**src/sv/qprm_pkg.sv**
```systemverilog
// Package for the queued PCM resample mixer: sizes, op codes, register
// indexes, controller states and the controller/datapath command struct.
// No dependencies.
package qprm_pkg;

  localparam int unsigned FifoDepth = 4096;
  localparam int unsigned IdxW      = $clog2(FifoDepth);
  localparam int unsigned CntW      = IdxW + 1;
  localparam logic [23:0] PosOne    = 24'h010000;

  typedef enum logic [1:0] {
    OP_PUSH  = 2'd0,
    OP_PULL  = 2'd1,
    OP_CLEAR = 2'd2,
    OP_NONE  = 2'd3
  } op_e;

  localparam logic [1:0] RegMode  = 2'd0;
  localparam logic [1:0] RegStep  = 2'd1;
  localparam logic [1:0] RegGainL = 2'd2;
  localparam logic [1:0] RegGainR = 2'd3;

  typedef enum logic [3:0] {
    ST_IDLE,
    ST_DRAIN1,
    ST_RD_HEAD,
    ST_RD_NEXT,
    ST_MUL,
    ST_SUM,
    ST_DRAIN2,
    ST_OUT
  } state_e;

  // Commands from the controller to the datapath.
  typedef struct packed {
    logic capture;
    logic push;
    logic clear;
    logic drop;
    logic rd_head;
    logic rd_next;
    logic mul;
    logic sum;
    logic set_under;
    logic load_out;
  } cmd_t;

  // Status from the datapath to the controller.
  typedef struct packed {
    logic [1:0] op;
    logic       can_drop;
    logic       empty;
  } sts_t;

endpackage

```
**src/sv/qprm_ctrl.sv**
```systemverilog
// Controller of the queued PCM resample mixer: sequences push, clear and
// the pull steps (drain, reads, interpolate, multiply, drain, output).
// Depends on qprm_pkg.
module qprm_ctrl
  import qprm_pkg::*;
(
  input  logic clk_i,
  input  logic rst_ni,
  input  logic in_valid_i,
  output logic in_stall_o,
  output logic out_valid_o,
  input  logic out_stall_i,
  input  sts_t sts_i,
  output cmd_t cmd_o
);

  state_e state_q, state_d;
  logic   ovalid_q, ovalid_d;
  logic   take;

  assign take = in_valid_i && !in_stall_o;

  // Next state.
  always_comb begin
    state_d = state_q;
    unique case (state_q)
      ST_IDLE:    if (take) state_d = ST_DRAIN1;
      ST_DRAIN1: begin
        if (sts_i.op != OP_PULL) state_d = ST_OUT;
        else if (!sts_i.can_drop) state_d = sts_i.empty ? ST_OUT : ST_RD_HEAD;
      end
      ST_RD_HEAD: state_d = ST_RD_NEXT;
      ST_RD_NEXT: state_d = ST_SUM;
      ST_SUM:     state_d = ST_MUL;
      ST_MUL:     state_d = ST_DRAIN2;
      ST_DRAIN2:  if (!sts_i.can_drop) state_d = ST_OUT;
      ST_OUT:     if (!ovalid_q || !out_stall_i) state_d = ST_IDLE;
      default:    state_d = ST_IDLE;
    endcase
  end

  // Outputs. Drops are two-phase: the memory read lands the cycle after the
  // address, so a drop is taken only when the registered head is current;
  // head_q is read in every state but ST_RD_HEAD, keeping rd_q tracking the head.
  logic drop_ok_q;
  always_comb begin
    cmd_o = '0;
    unique case (state_q)
      ST_IDLE:    cmd_o.capture = take;
      ST_DRAIN1: begin
        cmd_o.push  = sts_i.op == OP_PUSH;
        cmd_o.clear = sts_i.op == OP_CLEAR;
        cmd_o.drop  = sts_i.op == OP_PULL && sts_i.can_drop && drop_ok_q;
        cmd_o.set_under = sts_i.op == OP_PULL && !sts_i.can_drop && sts_i.empty;
      end
      ST_RD_HEAD: cmd_o.rd_head = 1'b1;
      ST_RD_NEXT: cmd_o.rd_next = 1'b1;
      ST_SUM:     cmd_o.sum = 1'b1;
      ST_MUL:     cmd_o.mul = 1'b1;
      ST_DRAIN2:  cmd_o.drop = sts_i.can_drop && drop_ok_q;
      ST_OUT:     cmd_o.load_out = !ovalid_q || !out_stall_i;
      default:    cmd_o = '0;
    endcase
  end

  // Drop only on alternate cycles so rd_q reflects the new head.
  always_ff @(posedge clk_i or negedge rst_ni) begin
    if (!rst_ni) drop_ok_q <= 1'b0;
    else drop_ok_q <= !cmd_o.drop && !cmd_o.rd_next;
  end

  // Output valid register.
  always_comb begin
    ovalid_d = ovalid_q;
    if (ovalid_q && !out_stall_i) ovalid_d = 1'b0;
    if (cmd_o.load_out) ovalid_d = 1'b1;
  end

  always_ff @(posedge clk_i or negedge rst_ni) begin
    if (!rst_ni) begin
      state_q  <= ST_IDLE;
      ovalid_q <= 1'b0;
    end else begin
      state_q  <= state_d;
      ovalid_q <= ovalid_d;
    end
  end

  assign in_stall_o  = state_q != ST_IDLE;
  assign out_valid_o = ovalid_q;

  a_out_hold: assert property (@(posedge clk_i) disable iff (!rst_ni)
    out_valid_o && out_stall_i |=> out_valid_o) else $error("result lost");
  a_no_load_stalled: assert property (@(posedge clk_i) disable iff (!rst_ni)
    !(cmd_o.load_out && ovalid_q && out_stall_i)) else $error("overwrite");
  a_take_idle: assert property (@(posedge clk_i) disable iff (!rst_ni)
    take |=> state_q == ST_DRAIN1) else $error("bad start");

endmodule

```
**config.mk**
```make
export PLATFORM = sky130hd
export DESIGN_NAME = qprm_ctrl
export DESIGN_NICKNAME = d
export VERILOG_FILES = /design/src/sv/qprm_pkg.sv /design/src/sv/qprm_ctrl.sv
export SDC_FILE = /design/constraint.sdc
export NUM_CORES = 1
export LEC_CHECK = 0
export BUFFER_PORTS_ARGS = -buffer_cell sky130_fd_sc_hd__buf_4
export CAP_MARGIN = 40
export CORE_AREA = 5 5 42 44
export DETAILED_ROUTE_END_ITERATION = 8
export DIE_AREA = 0 0 47 49
export GPL_TIMING_DRIVEN = 1
export SLEW_MARGIN = 5
export SYNTH_ARGS = -nofsm -noshare
export SYNTH_HDL_FRONTEND = slang
export SYNTH_SLANG_ARGS = --single-unit
```
**constraint.sdc**
```tcl
create_clock -name clk_i -period 1.3 [get_ports clk_i]
set_clock_uncertainty 0.05 [all_clocks]
set_input_delay 0.195 -clock clk_i [delete_from_list [all_inputs] [get_ports clk_i]]
set_output_delay 0.195 -clock clk_i [all_outputs]
set_load 0.01 [all_outputs]
```
==> flow_summary.yaml, run 1 <==
worst_hold_path:
  hold_start: "out_stall_i"
  min_path_type: "input pin to register"
placement:
  place_congestion: 0.697
  portBuffers: 19
  dpl.hpwl_um: 847
  placed_cell_area_um2: 597
  pre_cts_ws_ns: -0.159
  dp.cells: 85
run_status:
  violations: "setup timing"
  status: "finished, violations left"
sta:
  hold_violations: 0
  max_freq_mhz: 585
  period_share_pct: 131
  setup_viol: 12
  slew_headroom_pct: 83.6
  hold_ws_ns: 0.149
  drv_slew: 0
  period_needed_ns: 1.71
  setup_tns_ns: -2.92
  rsz0062_at_grt: "yes"
  layout_setup_ws_ns: -0.409
  tightest_slew_ns: 0.242
synth:
  syn-num-nets: 58
  netlist_area_um2: 405
  syn_inst: 50
  synthMuxAreaShare_pct: 0
  synth_top_family_by_area: "simple AND/OR/NAND/NOR gates"
  synth_simple_gate_area_share_pct: 45.4
  ys_seq_area_share_pct: 30.9
  synthXorXnorAreaFrac_pct: 0
  ys_types: 26
  synthAdderAreaFrac_pct: 0
  syn_avg_cell_area_um2: 8.11
  ys_warn_count: 0
  synth-seq-cells: 5
  synth-compound-area-share_pct: 17.3
cells_and_area:
  fin_util_pct: 53.5
  drive_above_1_share_pct: 57.0
  fin_cells: 95
  fillers: 138
  stdcell_area_um2: 749
  n_antenna_cell: 0
  final_cell_mix: "20 x buf_4, 8 x buf_6, 6 x nand2_1, 5 x dfrtp_1"
  syn_to_final_growth_pct: 84.9
  final_nets: 88
  final_common_cell: "buf_4"
setup_path:
  crit_required_ns: 1.05
  arrival_ns: 1.46
  critPathMaxFanout: 5
  critPathSlowestCell: "or3b_4"
  critPathBufInv: 1
  crit_family: "simple AND/OR/NAND/NOR gates"
  crit_chain: "or3b_4 -> nor4b_4 -> buf_4"
  cp-startpoint: "state_q[2]"
  critPathCaptureType: "output port"
  slowest_delay_ns: 0.44
  crit_type: "register to output port"
  r2r_start: "state_q[2]"
  crit_path_start_kind: "register"
die:
  core_mm2: 0.00140
  fp.dieH_um: 49
  io_pins: 20
  rows: 14
  fp.dieW_um: 47
  dieArea_mm2: 0.00230
  initial_core_util_pct: 28.9
clock_network:
  ctsHtreeMaxLevel: 1
  clock_sinks: 5
  ctsRootBufferMaster: "clkbuf_4"
  clockBufferDepth: 2
  cts_inserted_buffers: 3
  cts_tree: "built"
  clkLatencyLatePin_ns: 0.25
  clk_pin_slew_ns: 0.05
routing:
  vias_per_cell: 5.15
  routed_wl_um: 1240
  drt_first_pass_iters: 4
  drt-wirelength-per-cell_um: 13.1
  num_vias: 489
  ant_nets: 0
  drt_iter0_markers: 11
  route.detailed.drc: 0
pwr:
  switching_power_mw: 0.662
  p_sw_share_pct: 41.3
  pwr-share-seq_pct: 17.3
  vdd_ir_drop_max_mv: 0.874
  pwr-share-comb_pct: 71.0
  p_per_area_mw_per_mm2: 2140
  internal-power_mw: 0.939
  power_mw: 1.60
  pwr-share-clk_pct: 11.7
  p_leak_nw: 0.345
grt:
  grt_pass1_wl_um: 1980
  globalRouteTotalUtil_pct: 12.0
  grt_max_degree: 13
  grt_antenna_before_repair: 0
  overflow: 0
  grt_pass1_vias: 461
flow_run:
  cap_violations: 0
-- state kept, by name, summed over array words and instances (netlist names) --
signal	count
drop_ok_q	1
out_valid_o	1
state_q	3
-- power by group through the flow --
stage / sequential [mW] / clock [mW] / combinational (mW)
CTS: 0.273 / 0.195 / 1.08
global route: 0.287 / 0.205 / 1.22
finish: 0.277 / 0.187 / 1.14
detailed placement: 0.271 / 0 / 0.838
global placement: 0.268 / 0 / 0.825
floorplan: 0.291 / 0 / 0.506
-- final timing paths --
check                               to  slack (ns)  cells after the start
max                           cmd_o[1]       -0.41                      3
max reg2reg                 state_q[1]           0                      6
min reg2reg                out_valid_o        0.54                      2
max in group asynchronous  out_valid_o        0.86                      2
min                        out_valid_o        0.15                      3
min in group asynchronous    drop_ok_q        0.23                      2
-- worst min-delay path, cell delays in order --
cell     delay, ns
buf_4         0.10
nand2_1       0.06
nand2_1       0.06
-- cells in the mapped netlist (all sizes together) --
cell	count	area, um2
nor4b	2	23.8
buf	4	22.5
a211o	1	8.76
nor3b	2	15.0
or3b	1	11.3
dfrtp	5	125
nor2	5	18.8
o21ai	1	5.00
and2	2	12.5
inv	1	3.75
nand2	6	22.5
nor3	2	10.0
o311a	1	10.0
a32oi	1	8.76
nand4b	1	8.76
nand2b	3	26.3
a21oi	5	28.8
nor2b	1	6.26
and2b	1	7.51
or3	1	6.26
a311oi	1	8.76
nand3	3	15.0
-- per-layer routing --
metal	track usage, %	up-vias	wire length (um)
met4	5.53	0	21
li1	-	236	-
met5	0	-	0
met2	19.5	14	627
met3	4.43	3	65
met1	13.4	236	525
-- repair_timing --
action                                 in CTS  in global routing
pin swaps                                   8                  3
setup endpoints to repair                  11                 13
hold buffers                                1                  0
cloned                                      1                  0
endpoints found under the hold margin       5                  0
gates resized for setup                    14                  6
buffers inserted                            5                  0
-- cells by family after synthesis --
logic type | Yosys count
AND/OR/NAND/NOR | 30
flip-flops | 5
buffers and inverters | 5
AO/OA/AOI/OAI | 10
-- final cells by class --
cell class | instances | area [um2] | area share [%]
clock buffers | 4 | 26.3 | 3.51
inverters | 1 | 3.75 | 0.501
multi-input cells | 40 | 324 | 43.2
flip-flops and latches | 5 | 125 | 16.7
well taps | 16 | 20.0 | 2.67
repair buffers | 29 | 250 | 33.4
Power figures use the tool's default switching activity.
==> run 2: changes to the inputs <==
--- a/config.mk
+++ b/config.mk
@@ -8,6 +8,7 @@
 export BUFFER_PORTS_ARGS = -buffer_cell sky130_fd_sc_hd__buf_4
 export CAP_MARGIN = 40
 export CORE_AREA = 5 5 42 44
+export CTS_BUF_LIST = sky130_fd_sc_hd__clkbuf_4 sky130_fd_sc_hd__clkbuf_8
 export DETAILED_ROUTE_END_ITERATION = 8
 export DIE_AREA = 0 0 47 49
 export GPL_TIMING_DRIVEN = 1
==> run 2 against run 1 <==
  * The run still ends with setup timing left
  * Critical path depth did not move
  * Clock power rose by 11%
  * Clock-buffer cell count did not move
  * Design area rose by 0.50%
  * First-iteration DRC count did not move
  * Sequential power barely moved
  * Combinational power barely moved
  * Critical path type unchanged
  * Critical endpoint unchanged
  * Highest routed layer unchanged
==> flow_summary.yaml, run 2 (synthesis results as in run 1) <==
run_status:
  status: "finished, violations left"
  violations: "setup timing"
clock_network:
  cts_inserted_buffers: 3
  cts_tree: "built"
  ctsHtreeMaxLevel: 1
  clkLatencyLatePin_ns: 0.25
  ctsRootBufferMaster: "clkbuf_4"
  clockBufferDepth: 2
  clock_sinks: 5
  clk_pin_slew_ns: 0.05
setup_path:
  arrival_ns: 1.46
  critPathCaptureType: "output port"
  critPathMaxFanout: 5
  crit_path_start_kind: "register"
  crit_type: "register to output port"
  crit_required_ns: 1.05
sta:
  period_needed_ns: 1.71
  setup_viol: 12
  rsz0062_at_grt: "yes"
  slew_headroom_pct: 83.6
  drv_slew: 0
  hold_violations: 0
  hold_ws_ns: 0.148
  period_share_pct: 132
  tightest_slew_ns: 0.242
  max_freq_mhz: 585
  layout_setup_ws_ns: -0.410
die:
  fp.dieH_um: 49
  dieArea_mm2: 0.00230
  core_mm2: 0.00140
  fp.dieW_um: 47
  initial_core_util_pct: 28.9
  rows: 14
  io_pins: 20
worst_hold_path:
  min_path_type: "input pin to register"
flow_run:
  cap_violations: 0
cells_and_area:
  top_register: "state_q"
  final_common_cell: "buf_4"
  fillers: 139
  final_nets: 88
  multi_input_area_um2: 324
  regArea_um2: 125
  syn_to_final_growth_pct: 85.8
  largest_register_ffs: 3
  n_antenna_cell: 0
  drive_above_1_share_pct: 58.2
  final_cell_mix: "20 x buf_4, 8 x buf_6, 6 x nand2_1, 5 x dfrtp_1, 4 x clkbuf_4"
  fin_cells: 95
placement:
  dpl.hpwl_um: 847
  place_congestion: 0.697
  dp.cells: 85
  pre_cts_ws_ns: -0.159
  portBuffers: 19
pwr:
  vdd_ir_drop_max_mv: 0.874
  p_per_area_mw_per_mm2: 2150
  p_leak_nw: 0.349
  power_mw: 1.62
routing:
  drt_first_pass_iters: 4
  routed_wl_um: 1240
  num_vias: 489
  drt_iter0_markers: 11
  drt-wirelength-per-cell_um: 13.1
  route.detailed.drc: 0
  vias_per_cell: 5.15
  ant_nets: 0
grt:
  grt_pass1_vias: 461
  grt_pass1_wl_um: 1980
  overflow: 0
  globalRouteTotalUtil_pct: 12.0
  grt_max_degree: 13
  grt_antenna_before_repair: 0
run 2: cell counts in the layout (fill, tap and decap cells not counted):
No cell type changed its count.
run 2: layer usage:
| layer | GRT usage [%] | wire length (um) | share of wire, % |
|---|---|---|---|
| met5 | 0 | 0 | 0 |
| met1 | 13.4 | 525 | 42 |
| met2 | 19.5 | 631 | 51 |
| met3 | 4.43 | 65 | 5.2 |
| met4 | 5.53 | 21 | 1.7 |
run 2: cell type report:
type                       instances  area share (%)
multi-input combinational         40            43.0
inverter                           1           0.498
clock buffer                       4            3.99
timing repair buffer              29            33.2
sequential                         5            16.6
tap                               16            2.66
run 2: per-stage QoR:
step                      cell area (um2)  util, %  TNS (ns)
after global routing                  753     53.8     -3.59
after global placement                597     42.6    -0.363
after floorplan                       427        -    -0.257
after CTS                             728     52.0     -3.04
after detailed placement              597     42.6    -0.388
final                                 753     53.8     -2.93
run 2: worst paths after layout:
check / startpoint / end / slack (ns) / depth (start not counted)
max: state_q[2] / cmd_o[1] / -0.41 / 3
min: out_stall_i / out_valid_o / 0.15 / 3
max reg2reg: state_q[2] / state_q[1] / 0 / 6
min reg2reg: out_valid_o / out_valid_o / 0.54 / 2
max in group asynchronous: rst_ni / out_valid_o / 0.86 / 2
min in group asynchronous: rst_ni / drop_ok_q / 0.22 / 2
run 2: power by group:
group / total, mW / internal (mW) / switching (mW)
sequential: 0.277 / 0.229 / 0.0474
clock: 0.208 / 0.137 / 0.0710
combinational: 1.14 / 0.593 / 0.544
total: 1.62 / 0.960 / 0.662
run 2: what timing repair did:
item,4_1_cts,5_1_grt
setup endpoints to repair,11,13
gates cloned,1,0
buffers inserted,5,0
hold endpoints to repair,5,0
pin swaps,8,3
hold buffers,1,0
gates resized for setup,14,6
run 2: worst max-delay path, stage by stage (launching register included):
cell,delay (ns)
dfrtp_1,0.37
or3b_4,0.44
nor4b_4,0.25
buf_4,0.15
==> run 3: changes to the inputs <==
--- a/config.mk
+++ b/config.mk
@@ -5,6 +5,7 @@
 export SDC_FILE = /design/constraint.sdc
 export NUM_CORES = 1
 export LEC_CHECK = 0
+export ABC_AREA = 1
 export BUFFER_PORTS_ARGS = -buffer_cell sky130_fd_sc_hd__buf_4
 export CAP_MARGIN = 40
 export CORE_AREA = 5 5 42 44
@@ -12,6 +13,7 @@
 export DETAILED_ROUTE_END_ITERATION = 8
 export DIE_AREA = 0 0 47 49
 export GPL_TIMING_DRIVEN = 1
+export PLACE_DENSITY = 0.68
 export SLEW_MARGIN = 5
 export SYNTH_ARGS = -nofsm -noshare
 export SYNTH_HDL_FRONTEND = slang
==> run 3 against run 2 <==
  * The flow still finishes with violations (setup timing)
  * Clock power is 2% lower
  * Final cell count rose by 39%
  * Register-to-register slack lost 0.05 ns
  * Flip-flop and latch count unchanged
  * Non-clock buffer count rose by 7
  * Design area increased by 14%
  * Total power is 22% higher
  * Routed wire length is 13% higher
  * Sequential share of layout area down 1.6 points
  * First-iteration DRC count up 82%
  * Critical path depth is 3 higher
  * Via count rose by 25%
==> flow_summary.yaml, run 3 <==
cells_and_area:
  top_register: "state_q"
  n_antenna_cell: 0
  final_nets: 125
  largest_register_ffs: 3
  final_cell_mix: "32 x buf_4, 20 x nand2_1, 11 x inv_1, 8 x nor2_1"
  syn_to_final_growth_pct: 68.5
  regArea_um2: 129
  stdcell_area_um2: 856
  multi_input_area_um2: 330
  final_common_cell: "buf_4"
  fillers: 143
  drive_above_1_share_pct: 56.0
setup_path:
  cp-startpoint: "state_q[2]"
  r2r_start: "state_q[0]"
  rrSetupSlack_ns: -0.05
  critPathCaptureType: "output port"
  critPathSlowestCell: "dfrtp_2"
  reg2reg_to: "state_q[2]"
  critPathBufInv: 2
  crit_family: "flip-flops"
  critPathMaxFanout: 5
  arrival_ns: 1.28
  slowest_delay_ns: 0.45
  crit_end: "cmd_o[6]"
  crit_required_ns: 1.05
  r2r_cells: 9
  path_depth: 6
  crit_chain: "inv_4 -> nand3_4 -> nor2_4 -> nor2_4 -> nor2_1 -> buf_4"
  cpMostUsedCell: "nor2_4"
  crit_type: "register to output port"
  crit_path_start_kind: "register"
synth:
  netlist_top_cells_count: "22 x nand2_1, 12 x inv_1, 11 x nor2_1"
  syn_inst: 80
  syn-num-nets: 88
  ys_types: 19
  synth-seq-cells: 5
  synth.most_common_cell: "nand2_1"
  netlist_area_um2: 508
  synth-main-ff-cell: "dfrtp_1"
  syn_avg_cell_area_um2: 6.35
  async_flop_share_pct: 100
  ys_top_cells_by_area: "dfrtp_1 25%, nand2_1 16%, inv_1 8.9%, nor2_1 8.1%, buf_6 6.7%"
  ys_warn_count: 0
  yosysTopAreaCellShare_pct: 24.6
  synth_edf_count: 0
  synth_area_leader_cell: "dfrtp_1"
  ys_seq_area_share_pct: 24.6
placement:
  portBuffers: 19
  pre_cts_ws_ns: -0.00674
  placed_cell_area_um2: 712
  place_congestion: 0.805
  dpl.hpwl_um: 1040
die:
  rows: 14
  core_mm2: 0.00140
  fp.dieH_um: 49
  dieArea_mm2: 0.00230
  fp.dieW_um: 47
  initial_core_util_pct: 36.2
  io_pins: 20
sta:
  setup_viol: 14
  tightest_slew_ns: 0.198
  hold_violations: 0
  max_freq_mhz: 658
  rsz0062_at_grt: "yes"
  period_needed_ns: 1.52
  period_share_pct: 117
  drv_slew: 0
  slew_headroom_pct: 86.7
  layout_setup_ws_ns: -0.221
grt:
  overflow: 0
  gr-usage-met3_pct: 4.43
  grt_max_degree: 7
  grt_antenna_before_repair: 0
  grt_pass1_wl_um: 2270
  grt_use_met2_pct: 22.6
  grt_pass1_vias: 582
  globalRouteTotalUtil_pct: 13.5
  grtUsageMet1_pct: 15.0
  grt_busiest_layer: "met2"
routing:
  drt_iter0_markers: 20
  drt-wirelength-per-cell_um: 10.7
  vias_per_cell: 4.64
  ant_nets: 0
  drt_first_pass_iters: 4
  route.detailed.drc: 0
  routed_wl_um: 1410
  num_vias: 613
pwr:
  p_per_area_mw_per_mm2: 2310
  switching_power_mw: 0.906
  pwr-share-comb_pct: 71.8
  p_sw_share_pct: 45.9
  internal-power_mw: 1.07
  pwr-share-clk_pct: 10.4
  pwr-share-seq_pct: 17.9
  vdd_ir_drop_max_mv: 0.991
  p_leak_nw: 0.492
clock_network:
  cts_inserted_buffers: 3
  clockBufferDepth: 2
  ctsHtreeMaxLevel: 1
  clkLatencyLatePin_ns: 0.25
  clock_sinks: 5
  ctsRootBufferMaster: "clkbuf_4"
  clk_pin_slew_ns: 0.04
  cts_tree: "built"
worst_hold_path:
  min_path_type: "input pin to register"
  holdPathStages: 3
flow_run:
  cap_violations: 0
run_status:
  violations: "setup timing"
  status: "finished, violations left"
[run 3: cell types whose count changed in the layout (fill, tap and decap cells not counted), moves of 4 or more]
cell,before,now
buf_4,20,32
buf_6,8,3
inv_1,1,11
inv_2,0,4
nand2_1,6,20
nand2_2,0,4
nor2_1,3,8
[run 3: logic make-up after synthesis]
family	share of synthesized area, %
AND/OR/NAND/NOR	52.0
buffers and inverters	20.4
flip-flops	24.6
AO/OA/AOI/OAI	2.95
[run 3: metal layers]
layer | routed length [um] | vias to the layer above
met2 | 696 | 21
met5 | 0 | -
li1 | - | 311
met4 | 24 | 0
met3 | 81 | 4
met1 | 608 | 277
[run 3: power groups by stage]
stage                     registers (mW)  clock network [mW]  logic, mW
after floorplan                    0.261                   0      0.793
after global placement             0.346                   0       1.10
after detailed placement           0.346                   0       1.12
after CTS                          0.349               0.213       1.30
after global routing               0.361               0.226       1.56
final                              0.353               0.204       1.42
[run 3: what timing repair did]
item / 4_1_cts / 5_1_grt
pin swaps: 4 / 2
hold buffers: 1 / 0
endpoints found under the setup margin: 13 / 14
buffers inserted: 4 / 1
hold endpoints to repair: 5 / 0
resized for setup: 10 / 9
[run 3: how the worst min path moves through the flow]
stage | end | slack (ns) | start
after floorplan | drop_ok_q | -0.15 | rst_ni
after global placement | out_valid_o | -0.05 | rst_ni
after detailed placement | out_valid_o | -0.05 | rst_ni
after CTS | out_valid_o | 0.13 | out_stall_i
after global routing | out_valid_o | 0.15 | out_stall_i
final | out_valid_o | 0.13 | out_stall_i
[run 3: final cells by class]
class	instances	share of cell area, %
Multi-Input combinational cell	55	38.6
Timing Repair Buffer	36	33.2
Sequential cell	5	15.1
Inverter	16	7.31
Clock buffer	4	3.51
Tap cell	16	2.34
[run 3: stage by stage]
stage / util [%] / instances / hold WS, ns / TNS, ns / power, mW
after floorplan: - / 80 / -0.151 / 0 / 1.05
after global placement: 50.8 / 122 / -0.0471 / 0 / 1.45
after detailed placement: 50.8 / 122 / -0.0490 / -0.0118 / 1.46
after CTS: 57.9 / 131 / 0.133 / -1.98 / 1.86
after global routing: 61.1 / 132 / 0.154 / -2.92 / 2.15
final: 61.1 / 132 / 0.130 / -1.90 / 1.97
[run 3: worst register-to-register path: cells and delay by family, from the launching register on]
| family | cells | cell delay (ns) |
|---|---|---|
| buffers and inverters | 2 | 0.31 |
| and+or+nand+nor | 7 | 0.48 |
| DFF | 1 | 0.45 |
